`src/hw/rtl/signal_run_statistics_core_assert.svh`:
```
// Assertion macros shared by the signal run statistics RTL.
// Expects signals named clk and rst in the including scope.
`ifndef SIGNAL_RUN_STATISTICS_CORE_ASSERT_SVH
`define SIGNAL_RUN_STATISTICS_CORE_ASSERT_SVH

// Same-cycle implication, disabled during reset.
`define SRS_ASSERT_NOW(lbl, ante, cons, msg) \
  lbl: assert property (@(posedge clk) disable iff (rst) (ante) |-> (cons)) \
    else $error(msg);

// Next-cycle implication, disabled during reset.
`define SRS_ASSERT_NEXT(lbl, ante, cons, msg) \
  lbl: assert property (@(posedge clk) disable iff (rst) (ante) |=> (cons)) \
    else $error(msg);

`endif

```
`src/hw/rtl/srs_pkg.sv`:
```
// Shared constants and types for the signal run statistics block.
// No dependencies.
package srs_pkg;

  // Fixed port field widths.
  localparam int TIME_FIELD_W  = 24;
  localparam int VALUE_FIELD_W = 16;
  localparam int AREA_FIELD_W  = 59;
  localparam int COUNT_FIELD_W = 17;

  // Default configuration.
  localparam int DEF_MAX_SAMPLES = 65536;
  localparam int DEF_TIME_BITS   = 24;
  localparam int DEF_VALUE_BITS  = 16;
  localparam int DEF_QUEUE_DEPTH = 2;

  // Summary queue status seen by the front and back ends.
  typedef struct packed {
    logic empty;
    logic full;
    logic one_left;
  } queue_status_t;

endpackage

```
`src/hw/rtl/srs_front.sv`:
```
// Front end: accepts samples, keeps per-run running statistics and the
// doubled trapezoid area, and pushes one packed summary per closed run.
// Depends on srs_pkg.
module srs_front #(
  parameter int MAX_SAMPLES = srs_pkg::DEF_MAX_SAMPLES,
  parameter int TIME_BITS   = srs_pkg::DEF_TIME_BITS,
  parameter int VALUE_BITS  = srs_pkg::DEF_VALUE_BITS,
  localparam int CNT_W      = $clog2(MAX_SAMPLES + 1),
  localparam int SUM_W      = VALUE_BITS + CNT_W,
  localparam int PROD_W     = TIME_BITS + VALUE_BITS + 2,
  localparam int AREA_W     = PROD_W + CNT_W,
  localparam int PACK_W     = TIME_BITS + 2 * VALUE_BITS + SUM_W + AREA_W + CNT_W
) (
  input  logic                               clk,
  input  logic                               rst,
  input  logic                               in_valid,
  output logic                               in_ready,
  input  logic [srs_pkg::TIME_FIELD_W-1:0]   sample_time,
  input  logic [srs_pkg::VALUE_FIELD_W-1:0]  sample_value,
  input  logic                               end_of_run,
  input  srs_pkg::queue_status_t             q_status,
  output logic                               push,
  output logic [PACK_W-1:0]                  push_data
);

  logic                          accept;
  logic [TIME_BITS-1:0]          t;
  logic signed [VALUE_BITS-1:0]  v;

  logic                          first_pending;
  logic [TIME_BITS-1:0]          prev_time;
  logic signed [VALUE_BITS-1:0]  prev_value;
  logic [TIME_BITS-1:0]          min_time, max_time;
  logic signed [VALUE_BITS-1:0]  min_value, max_value;
  logic signed [SUM_W-1:0]       value_sum;
  logic [CNT_W-1:0]              sample_count;
  logic signed [AREA_W-1:0]      double_area;

  logic [TIME_BITS-1:0]          min_time_next, max_time_next;
  logic signed [VALUE_BITS-1:0]  min_value_next, max_value_next;
  logic signed [SUM_W-1:0]       value_sum_next;
  logic [CNT_W-1:0]              sample_count_next;
  logic                          close_next;

  logic signed [TIME_BITS:0]     dt;
  logic signed [VALUE_BITS:0]    pair;
  logic signed [PROD_W-1:0]      prod_next;

  // product stage
  logic                          prod_valid;
  logic                          prod_last;
  logic signed [PROD_W-1:0]      prod;
  logic signed [AREA_W-1:0]      area_total;

  // snapshot of the closing run
  logic [TIME_BITS-1:0]          snap_span;
  logic signed [VALUE_BITS-1:0]  snap_min, snap_max;
  logic signed [SUM_W-1:0]       snap_sum;
  logic [CNT_W-1:0]              snap_count;

  logic                          close_pending;

  assign t = sample_time[TIME_BITS-1:0];
  assign v = sample_value[VALUE_BITS-1:0];

  assign close_pending = prod_valid && prod_last;
  // leave room for a summary already on its way to the queue
  assign in_ready = !q_status.full && !(close_pending && q_status.one_left);
  assign accept   = in_valid && in_ready;

  assign dt        = $signed({1'b0, t}) - $signed({1'b0, prev_time});
  assign pair      = (VALUE_BITS + 1)'(v) + (VALUE_BITS + 1)'(prev_value);
  assign prod_next = PROD_W'(pair) * PROD_W'(dt);

  always_comb begin
    if (first_pending) begin
      min_time_next     = t;
      max_time_next     = t;
      min_value_next    = v;
      max_value_next    = v;
      value_sum_next    = SUM_W'(v);
      sample_count_next = CNT_W'(1);
    end else begin
      min_time_next     = (t < min_time) ? t : min_time;
      max_time_next     = (t > max_time) ? t : max_time;
      min_value_next    = (v < min_value) ? v : min_value;
      max_value_next    = (v > max_value) ? v : max_value;
      value_sum_next    = value_sum + SUM_W'(v);
      sample_count_next = sample_count + CNT_W'(1);
    end
    close_next = end_of_run || (sample_count_next == CNT_W'(MAX_SAMPLES));
  end

  assign area_total = double_area + AREA_W'(prod);

  always_ff @(posedge clk) begin
    if (rst) begin
      first_pending <= 1'b1;
      prod_valid    <= 1'b0;
      prod_last     <= 1'b0;
      double_area   <= '0;
    end else begin
      prod_valid <= accept;
      if (accept) begin
        first_pending <= close_next;
        prod_last     <= close_next;
      end
      if (prod_valid) begin
        double_area <= prod_last ? '0 : area_total;
      end
    end
  end

  always_ff @(posedge clk) begin
    if (accept) begin
      prev_time    <= t;
      prev_value   <= v;
      min_time     <= min_time_next;
      max_time     <= max_time_next;
      min_value    <= min_value_next;
      max_value    <= max_value_next;
      value_sum    <= value_sum_next;
      sample_count <= sample_count_next;
      prod         <= first_pending ? '0 : prod_next;
      if (close_next) begin
        snap_span  <= max_time_next - min_time_next;
        snap_min   <= min_value_next;
        snap_max   <= max_value_next;
        snap_sum   <= value_sum_next;
        snap_count <= sample_count_next;
      end
    end
  end

  assign push      = close_pending;
  assign push_data = {snap_span, snap_min, snap_max, snap_sum, area_total, snap_count};

endmodule

```
`src/hw/rtl/srs_queue.sv`:
```
// Small register queue carrying run summaries from front to back end.
// Depends on srs_pkg for the status struct.
module srs_queue #(
  parameter int WIDTH = 8,
  parameter int DEPTH = srs_pkg::DEF_QUEUE_DEPTH,
  localparam int PTR_W = $clog2(DEPTH),
  localparam int OCC_W = $clog2(DEPTH + 1)
) (
  input  logic                    clk,
  input  logic                    rst,
  input  logic                    push,
  input  logic [WIDTH-1:0]        push_data,
  input  logic                    pop,
  output logic [WIDTH-1:0]        pop_data,
  output srs_pkg::queue_status_t  status
);

  logic [WIDTH-1:0] entries [DEPTH];
  logic [PTR_W-1:0] wr_ptr, rd_ptr;
  logic [OCC_W-1:0] occupancy;

  always_ff @(posedge clk) begin
    if (rst) begin
      wr_ptr    <= '0;
      rd_ptr    <= '0;
      occupancy <= '0;
    end else begin
      if (push) begin
        wr_ptr <= (wr_ptr == PTR_W'(DEPTH - 1)) ? '0 : wr_ptr + PTR_W'(1);
      end
      if (pop) begin
        rd_ptr <= (rd_ptr == PTR_W'(DEPTH - 1)) ? '0 : rd_ptr + PTR_W'(1);
      end
      if (push && !pop) begin
        occupancy <= occupancy + OCC_W'(1);
      end else if (pop && !push) begin
        occupancy <= occupancy - OCC_W'(1);
      end
    end
  end

  always_ff @(posedge clk) begin
    if (push) begin
      entries[wr_ptr] <= push_data;
    end
  end

  assign pop_data        = entries[rd_ptr];
  assign status.empty    = (occupancy == '0);
  assign status.full     = (occupancy == OCC_W'(DEPTH));
  assign status.one_left = (occupancy == OCC_W'(DEPTH - 1));

endmodule

```
`src/hw/rtl/srs_back.sv`:
```
// Back end: pops a run summary, divides the value sum by the count one
// quotient bit per cycle, and holds the result until taken.
// Depends on srs_pkg.
module srs_back #(
  parameter int MAX_SAMPLES = srs_pkg::DEF_MAX_SAMPLES,
  parameter int TIME_BITS   = srs_pkg::DEF_TIME_BITS,
  parameter int VALUE_BITS  = srs_pkg::DEF_VALUE_BITS,
  localparam int CNT_W      = $clog2(MAX_SAMPLES + 1),
  localparam int SUM_W      = VALUE_BITS + CNT_W,
  localparam int PROD_W     = TIME_BITS + VALUE_BITS + 2,
  localparam int AREA_W     = PROD_W + CNT_W,
  localparam int PACK_W     = TIME_BITS + 2 * VALUE_BITS + SUM_W + AREA_W + CNT_W,
  localparam int STEP_W     = $clog2(SUM_W)
) (
  input  logic                               clk,
  input  logic                               rst,
  input  srs_pkg::queue_status_t             q_status,
  input  logic [PACK_W-1:0]                  q_data,
  output logic                               pop,
  output logic                               out_valid,
  input  logic                               out_ready,
  output logic [srs_pkg::TIME_FIELD_W-1:0]   time_span,
  output logic [srs_pkg::VALUE_FIELD_W-1:0]  lowest_value,
  output logic [srs_pkg::VALUE_FIELD_W-1:0]  highest_value,
  output logic [srs_pkg::VALUE_FIELD_W-1:0]  mean_value,
  output logic [srs_pkg::AREA_FIELD_W-1:0]   area,
  output logic [srs_pkg::COUNT_FIELD_W-1:0]  samples_seen
);

  typedef enum logic [1:0] {IDLE, DIVIDE, DELIVER} state_t;

  state_t state;

  logic [TIME_BITS-1:0]          q_span;
  logic signed [VALUE_BITS-1:0]  q_min, q_max;
  logic signed [SUM_W-1:0]       q_sum;
  logic signed [AREA_W-1:0]      q_area;
  logic [CNT_W-1:0]              q_count;

  logic [TIME_BITS-1:0]          span_r;
  logic signed [VALUE_BITS-1:0]  min_r, max_r;
  logic signed [AREA_W-2:0]      area_r;
  logic [CNT_W-1:0]              count_r;
  logic                          neg_r;
  logic [SUM_W-1:0]              quo;
  logic [CNT_W-1:0]              rem;
  logic [STEP_W-1:0]             step;

  logic [CNT_W:0]                shifted;
  logic [CNT_W+1:0]              diff;
  logic [SUM_W-1:0]              quo_signed;
  logic signed [VALUE_BITS-1:0]  mean_w;

  assign {q_span, q_min, q_max, q_sum, q_area, q_count} = q_data;

  assign pop = (state == IDLE) && !q_status.empty;

  // restoring division step
  assign shifted = {rem, quo[SUM_W-1]};
  assign diff    = {1'b0, shifted} - {2'b0, count_r};

  always_ff @(posedge clk) begin
    if (rst) begin
      state <= IDLE;
    end else begin
      unique case (state)
        IDLE: begin
          if (pop) begin
            span_r  <= q_span;
            min_r   <= q_min;
            max_r   <= q_max;
            area_r  <= q_area[AREA_W-1:1];  // floor of half
            count_r <= q_count;
            neg_r   <= q_sum[SUM_W-1];
            quo     <= q_sum[SUM_W-1] ? -q_sum : q_sum;
            rem     <= '0;
            step    <= '0;
            state   <= DIVIDE;
          end
        end
        DIVIDE: begin
          if (!diff[CNT_W+1]) begin
            rem <= diff[CNT_W-1:0];
            quo <= {quo[SUM_W-2:0], 1'b1};
          end else begin
            rem <= shifted[CNT_W-1:0];
            quo <= {quo[SUM_W-2:0], 1'b0};
          end
          step <= step + STEP_W'(1);
          if (step == STEP_W'(SUM_W - 1)) begin
            state <= DELIVER;
          end
        end
        DELIVER: begin
          if (out_ready) begin
            state <= IDLE;
          end
        end
        default: state <= IDLE;
      endcase
    end
  end

  // truncation toward zero: divide magnitudes, then restore the sign
  assign quo_signed = neg_r ? -quo : quo;
  assign mean_w     = quo_signed[VALUE_BITS-1:0];

  assign out_valid     = (state == DELIVER);
  assign time_span     = srs_pkg::TIME_FIELD_W'(span_r);
  assign lowest_value  = srs_pkg::VALUE_FIELD_W'(min_r);
  assign highest_value = srs_pkg::VALUE_FIELD_W'(max_r);
  assign mean_value    = srs_pkg::VALUE_FIELD_W'(mean_w);
  assign area          = srs_pkg::AREA_FIELD_W'(area_r);
  assign samples_seen  = srs_pkg::COUNT_FIELD_W'(count_r);

endmodule

```
`src/hw/rtl/signal_run_statistics_core.sv`:
```
// Signal run statistics core: top level tying front end, summary queue
// and divider back end together. Depends on srs_pkg, srs_front, srs_queue,
// srs_back and signal_run_statistics_core_assert.svh.
//
// Usage:
// - Input channel (in_valid/in_ready): one transaction per sample, carrying
//   sample_time, sample_value and end_of_run. Samples are taken one per cycle
//   while in_ready is high; a run closes on end_of_run or at MAX_SAMPLES samples.
// - Output channel (out_valid/out_ready): one transaction per closed run with
//   time span, min/max value, mean (truncated toward zero), trapezoidal area
//   (floor of doubled area halved) and sample count.
// - Result path: the closing sample's summary is registered in the front end,
//   pushed into the queue, popped by the idle back end, divided, then held.
// - Back end: the bit-serial mean divider takes no new run until the result
//   of the last one is taken. Samples stream at one per cycle while
//   in_ready is high; QUEUE_DEPTH closed runs can wait between front and back.
// - Receiver stall: the result holds on the outputs; the queue fills, then
//   in_ready drops until a slot frees up.
// - Reset (synchronous, active high): clears the run state, empties the
//   queue and drops any result in flight; the next sample starts a new run.
`include "signal_run_statistics_core_assert.svh"

module signal_run_statistics_core #(
  parameter int MAX_SAMPLES = srs_pkg::DEF_MAX_SAMPLES,
  parameter int TIME_BITS   = srs_pkg::DEF_TIME_BITS,
  parameter int VALUE_BITS  = srs_pkg::DEF_VALUE_BITS,
  parameter int QUEUE_DEPTH = srs_pkg::DEF_QUEUE_DEPTH,
  localparam int CNT_W      = $clog2(MAX_SAMPLES + 1),
  localparam int SUM_W      = VALUE_BITS + CNT_W,
  localparam int PROD_W     = TIME_BITS + VALUE_BITS + 2,
  localparam int AREA_W     = PROD_W + CNT_W,
  localparam int PACK_W     = TIME_BITS + 2 * VALUE_BITS + SUM_W + AREA_W + CNT_W
) (
  input  logic                               clk,
  input  logic                               rst,
  input  logic                               in_valid,
  output logic                               in_ready,
  input  logic [srs_pkg::TIME_FIELD_W-1:0]   sample_time,
  input  logic [srs_pkg::VALUE_FIELD_W-1:0]  sample_value,
  input  logic                               end_of_run,
  output logic                               out_valid,
  input  logic                               out_ready,
  output logic [srs_pkg::TIME_FIELD_W-1:0]   time_span,
  output logic [srs_pkg::VALUE_FIELD_W-1:0]  lowest_value,
  output logic [srs_pkg::VALUE_FIELD_W-1:0]  highest_value,
  output logic [srs_pkg::VALUE_FIELD_W-1:0]  mean_value,
  output logic [srs_pkg::AREA_FIELD_W-1:0]   area,
  output logic [srs_pkg::COUNT_FIELD_W-1:0]  samples_seen
);

  srs_pkg::queue_status_t q_status;
  logic                   push;
  logic [PACK_W-1:0]      push_data;
  logic                   pop;
  logic [PACK_W-1:0]      pop_data;

  // Front: per-sample running statistics, one summary per closed run.
  srs_front #(
    .MAX_SAMPLES (MAX_SAMPLES),
    .TIME_BITS   (TIME_BITS),
    .VALUE_BITS  (VALUE_BITS)
  ) u_front (
    .clk          (clk),
    .rst          (rst),
    .in_valid     (in_valid),
    .in_ready     (in_ready),
    .sample_time  (sample_time),
    .sample_value (sample_value),
    .end_of_run   (end_of_run),
    .q_status     (q_status),
    .push         (push),
    .push_data    (push_data)
  );

  // Decoupling queue so sampling keeps going while the divider works.
  srs_queue #(
    .WIDTH (PACK_W),
    .DEPTH (QUEUE_DEPTH)
  ) u_queue (
    .clk       (clk),
    .rst       (rst),
    .push      (push),
    .push_data (push_data),
    .pop       (pop),
    .pop_data  (pop_data),
    .status    (q_status)
  );

  // Back: mean division and the output register.
  srs_back #(
    .MAX_SAMPLES (MAX_SAMPLES),
    .TIME_BITS   (TIME_BITS),
    .VALUE_BITS  (VALUE_BITS)
  ) u_back (
    .clk           (clk),
    .rst           (rst),
    .q_status      (q_status),
    .q_data        (pop_data),
    .pop           (pop),
    .out_valid     (out_valid),
    .out_ready     (out_ready),
    .time_span     (time_span),
    .lowest_value  (lowest_value),
    .highest_value (highest_value),
    .mean_value    (mean_value),
    .area          (area),
    .samples_seen  (samples_seen)
  );

  // A summary never arrives at a full queue: in_ready reserves its slot.
  `SRS_ASSERT_NOW(a_push_has_room, push, !q_status.full, "summary pushed into full queue")
  // The back end only pops what is there.
  `SRS_ASSERT_NOW(a_pop_not_empty, pop, !q_status.empty, "pop from empty queue")
  // A delivered result is followed by a fresh division, never a repeat.
  `SRS_ASSERT_NEXT(a_no_repeat, out_valid && out_ready, !out_valid,
                   "result presented twice")
  // Popping and presenting a result never overlap.
  `SRS_ASSERT_NOW(a_pop_idle_only, pop, !out_valid, "pop while result pending")

endmodule

```
`config.mk`:
```
export PLATFORM = sky130hd
export DESIGN_NAME = signal_run_statistics_core
export DESIGN_NICKNAME = d
export VERILOG_FILES = /design/src/hw/rtl/srs_pkg.sv /design/src/hw/rtl/srs_front.sv /design/src/hw/rtl/srs_queue.sv /design/src/hw/rtl/srs_back.sv /design/src/hw/rtl/signal_run_statistics_core.sv
export VERILOG_INCLUDE_DIRS = /design/src /design/src/hw/rtl
export SDC_FILE = /design/constraint.sdc
export NUM_CORES = 2
export LEC_CHECK = 0
export BUFFER_PORTS_ARGS = -buffer_cell sky130_fd_sc_hd__buf_2
export CORE_ASPECT_RATIO = 1.1
export CORE_UTILIZATION = 65
export CTS_BUF_LIST = sky130_fd_sc_hd__clkbuf_2
export DETAILED_ROUTE_END_ITERATION = 7
export MAX_ROUTING_LAYER = met4
export PLACE_DENSITY_LB_ADDON = 0.25
export SYNTH_ARGS = -nofsm -noshare
export SYNTH_HDL_FRONTEND = slang
export SYNTH_SLANG_ARGS = --single-unit
```
`constraint.sdc`:
```
create_clock -name clk -period 10.9 [get_ports clk]
set_input_delay 1.09 -clock clk [delete_from_list [all_inputs] [get_ports clk]]
set_output_delay 1.09 -clock clk [all_outputs]
set_load 0.1 [all_outputs]
```
Word level (Yosys, flattened, before mapping). Memories as Yosys holds them, arrays and structs flattened. A register that Yosys moved wholly into a read port is not among the register bits. Cells that the tools add are included.

Bits in writable memories: 330. Output and inout port bits: 150. Memories: 1. Register bits after elaboration: 574. Input bits: 45. Word-level logic and storage cells: 115.

Memory list: u_queue.entries (depth 2, width 165, read ports 1, clocked after memory_dff 1, wr ports 1, line srs_queue.sv:18) `logic [WIDTH-1:0] entries [DEPTH];`.

Bitwise logic cells: 1. $lt $le $gt $ge: 4. Equal/unequal tests: 9. Multipliers: 1. Muxes and demuxes: 33. Reduce and logical (&&, ||, !) cells: 21. Add/subtract/negate cells: 14.

Operators by type and width (number): $mux 33 (3); $mux 24 (4); $mux 16 (5); $pmux 33 s2 (1); $add 59x42->59 (1); $mux 59 (1); $mux 17 (3); $mul 17x25->42 (1); $pmux 17 s2 (1); $add 33x16->33 (1); $neg 33->33 (1); $sub 24x24->25 (1); $gt 24x24->1 (1); $lt 24x24->1 (1); $sub 24x24->24 (1); $sub 18x17->19 (1); $add 16x16->17 (1); $add 17x1->17 const B (1); $eq 17x17->1 const B (1); $gt 16x16->1 (1); $lt 16x16->1 (1); $neg 16->16 (1); $pmux 6 s2 (1); $mux 2 (5); 20 further kinds (44).

Longest topological paths before layout.
Depth after elaboration: 6. Gate-level depth with buffers: 37.

Hierarchy. Synthesis repeated with hierarchy kept, for this count alone.

Cell total of the unflattened synthesis: 5082. Area, all modules: 58366.0 sq um.

By module, submodules not included: srs_front (cells an instance 3920, area an instance 37793.7 sq um, times used 1); srs_queue (cells an instance 537, area an instance 12203.0 sq um, times used 1); srs_back (cells an instance 625, area an instance 8369.3 sq um, times used 1).

Worst setup path after synthesis. No wires, ideal clock.

Path kind: input port to flip-flop. Start: input port sample_time[0] (netlist bit). End: register u_front.prod[37] (data pin). Setup slack: 1.670 ns. Arrival: 8.964 ns. Cell stages on the path: 36. Data required time: 10.634 ns. Cell sequence: inv_1 > ha_1 > fa_1 > nor2b_1 > o21ai_1 > a21boi_1 > o31a_1 > o221ai_1 > a21bo_2 > a21boi_0 > mux2i_1 > nand2_1 > clkbuf_1 > nand2_1 > fa_1 > inv_1 > fa_1 > inv_1 > fa_1 > inv_1 > fa_1 > fa_1 > inv_1 > fa_1 > inv_1 > ha_1 > a21o_1 > a21o_1 > a21o_1 > a22o_1 > a31o_2 > a211o_1 > a31oi_1 > o21bai_1 > xnor2_1 > nor2_1.

Word-level cells in the longest chain between the ends: 2.

RTL lines: start, declared (line signal_run_statistics_core.sv:38) `input logic [srs_pkg::TIME_FIELD_W-1:0] sample_time,`; $sub 24x24->25 (line srs_front.sv:71) `assign dt = $signed({1'b0, t}) - $signed({1'b0, prev_time});`; $mul 17x25->42 (line srs_front.sv:73) `assign prod_next = PROD_W'(pair) * PROD_W'(dt);`; end signal, assigned (line srs_front.sv:124) `prod <= first_pending ? '0 : prod_next;`; end, declared (line srs_front.sv:52) `logic signed [PROD_W-1:0] prod;`.

Every way passes these cells. A chain may end at the register's enable or synchronous reset.

Worst setup path after layout.
Start: input port sample_value[0] (netlist bit). End: register u_front.prod[37] (data pin).

Word-level cells in the longest chain between the ends: 2.

RTL lines: start, declared (line signal_run_statistics_core.sv:39) `input logic [srs_pkg::VALUE_FIELD_W-1:0] sample_value,`; $add 16x16->17 (line srs_front.sv:72) `assign pair = (VALUE_BITS + 1)'(v) + (VALUE_BITS + 1)'(prev_value);`; $mul 17x25->42 (line srs_front.sv:73).

Every way passes these cells.

==> metrics.yaml <==
drt-initial-drc-count: 2620
cp_peak_stage_delay_ns: 0.59
cp_num_buf_inv: 5
crit_path_end_kind: "flop"
synth.cells.most_frequent: "sky130_fd_sc_hd__edfxtp_1, sky130_fd_sc_hd__inv_1, sky130_fd_sc_hd__nand2_1, sky130_fd_sc_hd__fa_1, sky130_fd_sc_hd__nor2_1"
pin_count_of_the_biggest_net_entering_global_routing: 87
violations: "DRC"
hold_viol: 0
dieWidth_um: 288
drtAntennaViolNets: 0
max_slew.worst_pin.slew_ns: 1.29
grt_util_met1_pct: 38.5
min_period_ns: 9.39
cts.clk_slew.worst_paths_ns: 0.08
hold_path.class: "primary input to flop"
worstPathMaxFanout: 16
synth.top_cells.by_area: "sky130_fd_sc_hd__edfxtp_1, sky130_fd_sc_hd__fa_1, sky130_fd_sc_hd__ha_1, sky130_fd_sc_hd__inv_1, sky130_fd_sc_hd__mux2_2"
critical_path.reg2reg.endpoint: "u_front.prod[37]"
core-area_mm2: 0.0894
wire_length_of_the_first_global_routing_pass_mm: 208
syn-cell-area_mm2: 0.0585
ys_warn_count: 0
routed_wirelength_mm: 132
reg2reg_slack_ns: 1.62
die_y_um: 317
grt_usage_pct: 30.3
via_count_of_the_first_global_routing_pass: 40000
die_area_mm2: 0.0912
outcome: "complete, but fails checks"
ioPinCount: 195
area_delta_synth_final_pct: 8.65
most_instantiated_library_cell_after_synthesis: "sky130_fd_sc_hd__edfxtp_1"
globalRouteMet3Util_pct: 5.45
final.period_utilization_pct: 86.1
netlist-cell-type-count: 79
global_route.overflow_total: 0
hold_depth: 3
initial_antenna_violation_count: 3
synth_net_count: 5952
synth-edff-count: 834
worst_path_max_delay_cell: "sky130_fd_sc_hd__a211o_1"
numClockSinks: 903
synth.largest_area_cell: "sky130_fd_sc_hd__edfxtp_1"
setup.worst_path.class: "primary input to flop"
core.rowCount: 115
fraction_of_synthesized_cell_area_taken_by_the_top_area_cell_type_pct: 42.8
max_clock_freq_mhz: 107
report.final.setup_viol: 0
grt_setup_unrepaired: "no"
worstPathRequired_ns: 12.02
route.detailed.drc: 10
final_layout_size_suffix_gt1_share_pct: 15.2
critical-path-top-cell-by-count: "sky130_fd_sc_hd__fa_1"
viasPerCell: 5.74
timing.hold.worst_endpoint: "u_front.prod_valid"
wl_per_cell_um: 19.2
hold_path.startpoint: "in_valid"
count_of_buffers_inserted_at_the_top_level_ports: 194
tritoncts.num_buffers: 212
cap_viol_max_count: 0
finalCoreUtilization_pct: 71.1
crit-reg2reg-launch: "u_front.prev_value[0]"
clk_tree_root_cell: "sky130_fd_sc_hd__clkbuf_2"
gp_routability_congestion: 0.973
use_met2_pct: 48.5
final_nets: 6318
worst_setup_path_start_kind: "primary input"
insertion_delay_ns: 1.51
tns_ns: 0
detail_route.first_pass.iterations: 8
timing_max_transition_violations_final: 0
grt.busiest_layer: "met2"
htree_num_levels: 4
synth-seq-cells: 903
synth_seq_area_share_pct: 45.2
initial_core_utilization_pct: 65.5
syn-instance-count: 5127
worstPathArrival_ns: 10.50
finClkSkew_ns: 0.137
ys_async_sr_fraction_pct: 0
place_hpwl_mm: 95.6
cp_top_family: "adder cells"
relSlewSlack_pct: 13.8
num-fill-cells: 6403
tritoncts: "yes"
area_of_combinational_cells_with_multiple_inputs_mm2: 0.0291
syn-mean-instance-area_um2: 11.4
postSynth.topFlopCell: "sky130_fd_sc_hd__edfxtp_1"
ff2ff_path_depth: 32
area.sequential_mm2: 0.0264
route.vias.total: 39300
cts_buffer_depth: 3
==> worst max-delay path by stage <==
stage,start,to,slack [ns],depth (start not counted)
after global placement,sample_time[0],u_front.prod[37],1.02,36
after CTS,u_front.prev_value[0],u_front.prod[37],1.65,32
after detailed placement,sample_value[0],u_front.prod[37],0.80,33
after floorplan,sample_time[0],u_front.prod[37],1.67,36
after global routing,u_front.prev_time[0],u_front.prod[37],1.09,34
final,sample_value[0],u_front.prod[37],1.51,34
==> flip-flops by register name, indices dropped and copies added, names as in the netlist, 17 cells and up, named ones only <==
register              cells
u_back.quo               33
u_back.samples_seen      17
u_back.time_span         24
u_front.snap_sum         33
u_front.prev_time        24
u_front.min_time         24
u_front.max_time         24
u_queue.entries         328
u_front.snap_span        24
u_front.value_sum        33
u_back.rem               17
u_front.prod             42
u_front.double_area      59
u_front.snap_count       17
u_back.area_r            58
u_front.sample_count     17
==> area by class of cell <==
| cell class | count | share of cell area, % |
|---|---|---|
| sequential | 903 | 41.6 |
| clock inverter | 83 | 0.777 |
| multi-input combinational | 3386 | 45.7 |
| tap | 1170 | 2.30 |
| clock buffer | 312 | 2.46 |
| antenna | 5 | 0.0197 |
| timing repair buffer | 318 | 3.16 |
| inverter | 672 | 3.98 |
==> worst reg2reg max path: cells and delay by family, from the launching register on <==
family	cells	cell delay, ns
buffers and inverters	3	0.16
DFF	1	0.37
AOI/OAI and AO/OA	16	3.94
and+or+nand+nor	3	0.43
adders and majority gates	9	4.00
xor gates and xnor gates	1	0.14
==> layout by cell type, fill, tap and decap left out, drive strengths merged, types with 48 or more instances in the layout <==
| cell | n |
|---|---|
| xnor2 | 135 |
| o21ai | 205 |
| a21oi | 237 |
| edfxtp | 834 |
| xor2 | 116 |
| and2 | 59 |
| clkinv | 73 |
| buf | 276 |
| mux2i | 65 |
| clkbuf | 312 |
| inv | 677 |
| nand3 | 50 |
| ha | 357 |
| dfxtp | 69 |
| nand2b | 48 |
| nor2b | 106 |
| nor2 | 403 |
| a21o | 107 |
| nor3 | 64 |
| fa | 423 |
| nand2 | 440 |
| mux2 | 170 |
==> kinds of logic (layout without fill, tap and decap cells) <==
family	count (synthesis)	in the layout	synth area share, %
AND/OR/NAND/NOR	1312	1312	10.3
adder cells (fa/ha/maj)	780	780	22.1
AO/OA/AOI/OAI	808	808	8.83
multiplexers	235	235	4.38
buffers and inverters	838	1385	5.42
flip-flops	903	903	45.2
other	0	5	0
XOR/XNOR	251	251	3.77
==> per-stage QoR <==
step / instance area [µm²] / hold slack, ns / std cells / setup slack, ns
final: 63600 / 0.255 / 6849 / 1.51
after detailed placement: 61100 / 0.429 / 6407 / 0.801
after floorplan: 58500 / 0.421 / 5127 / 1.67
after global routing: 63600 / 0.154 / 6849 / 1.09
after CTS: 63600 / 0.0699 / 6844 / 1.65
after global placement: 61100 / 0.423 / 6407 / 1.02
==> metal layers <==
layer	up-vias	routed length (µm)
li1	18500	-
met1	19200	54500
met2	1376	63400
met3	275	9270
met4	0	4610
met5	-	0
==> repair_timing <==
action / 4_1_cts / 5_1_grt
hold buffers: 42 / 0
buffers inserted: 0 / 0
hold endpoints to repair: 102 / 0
gates resized for setup: 0 / 0
Power is not shown: default switching activity piles up to over one toggle a cycle in this logic, so the estimate is an artifact.
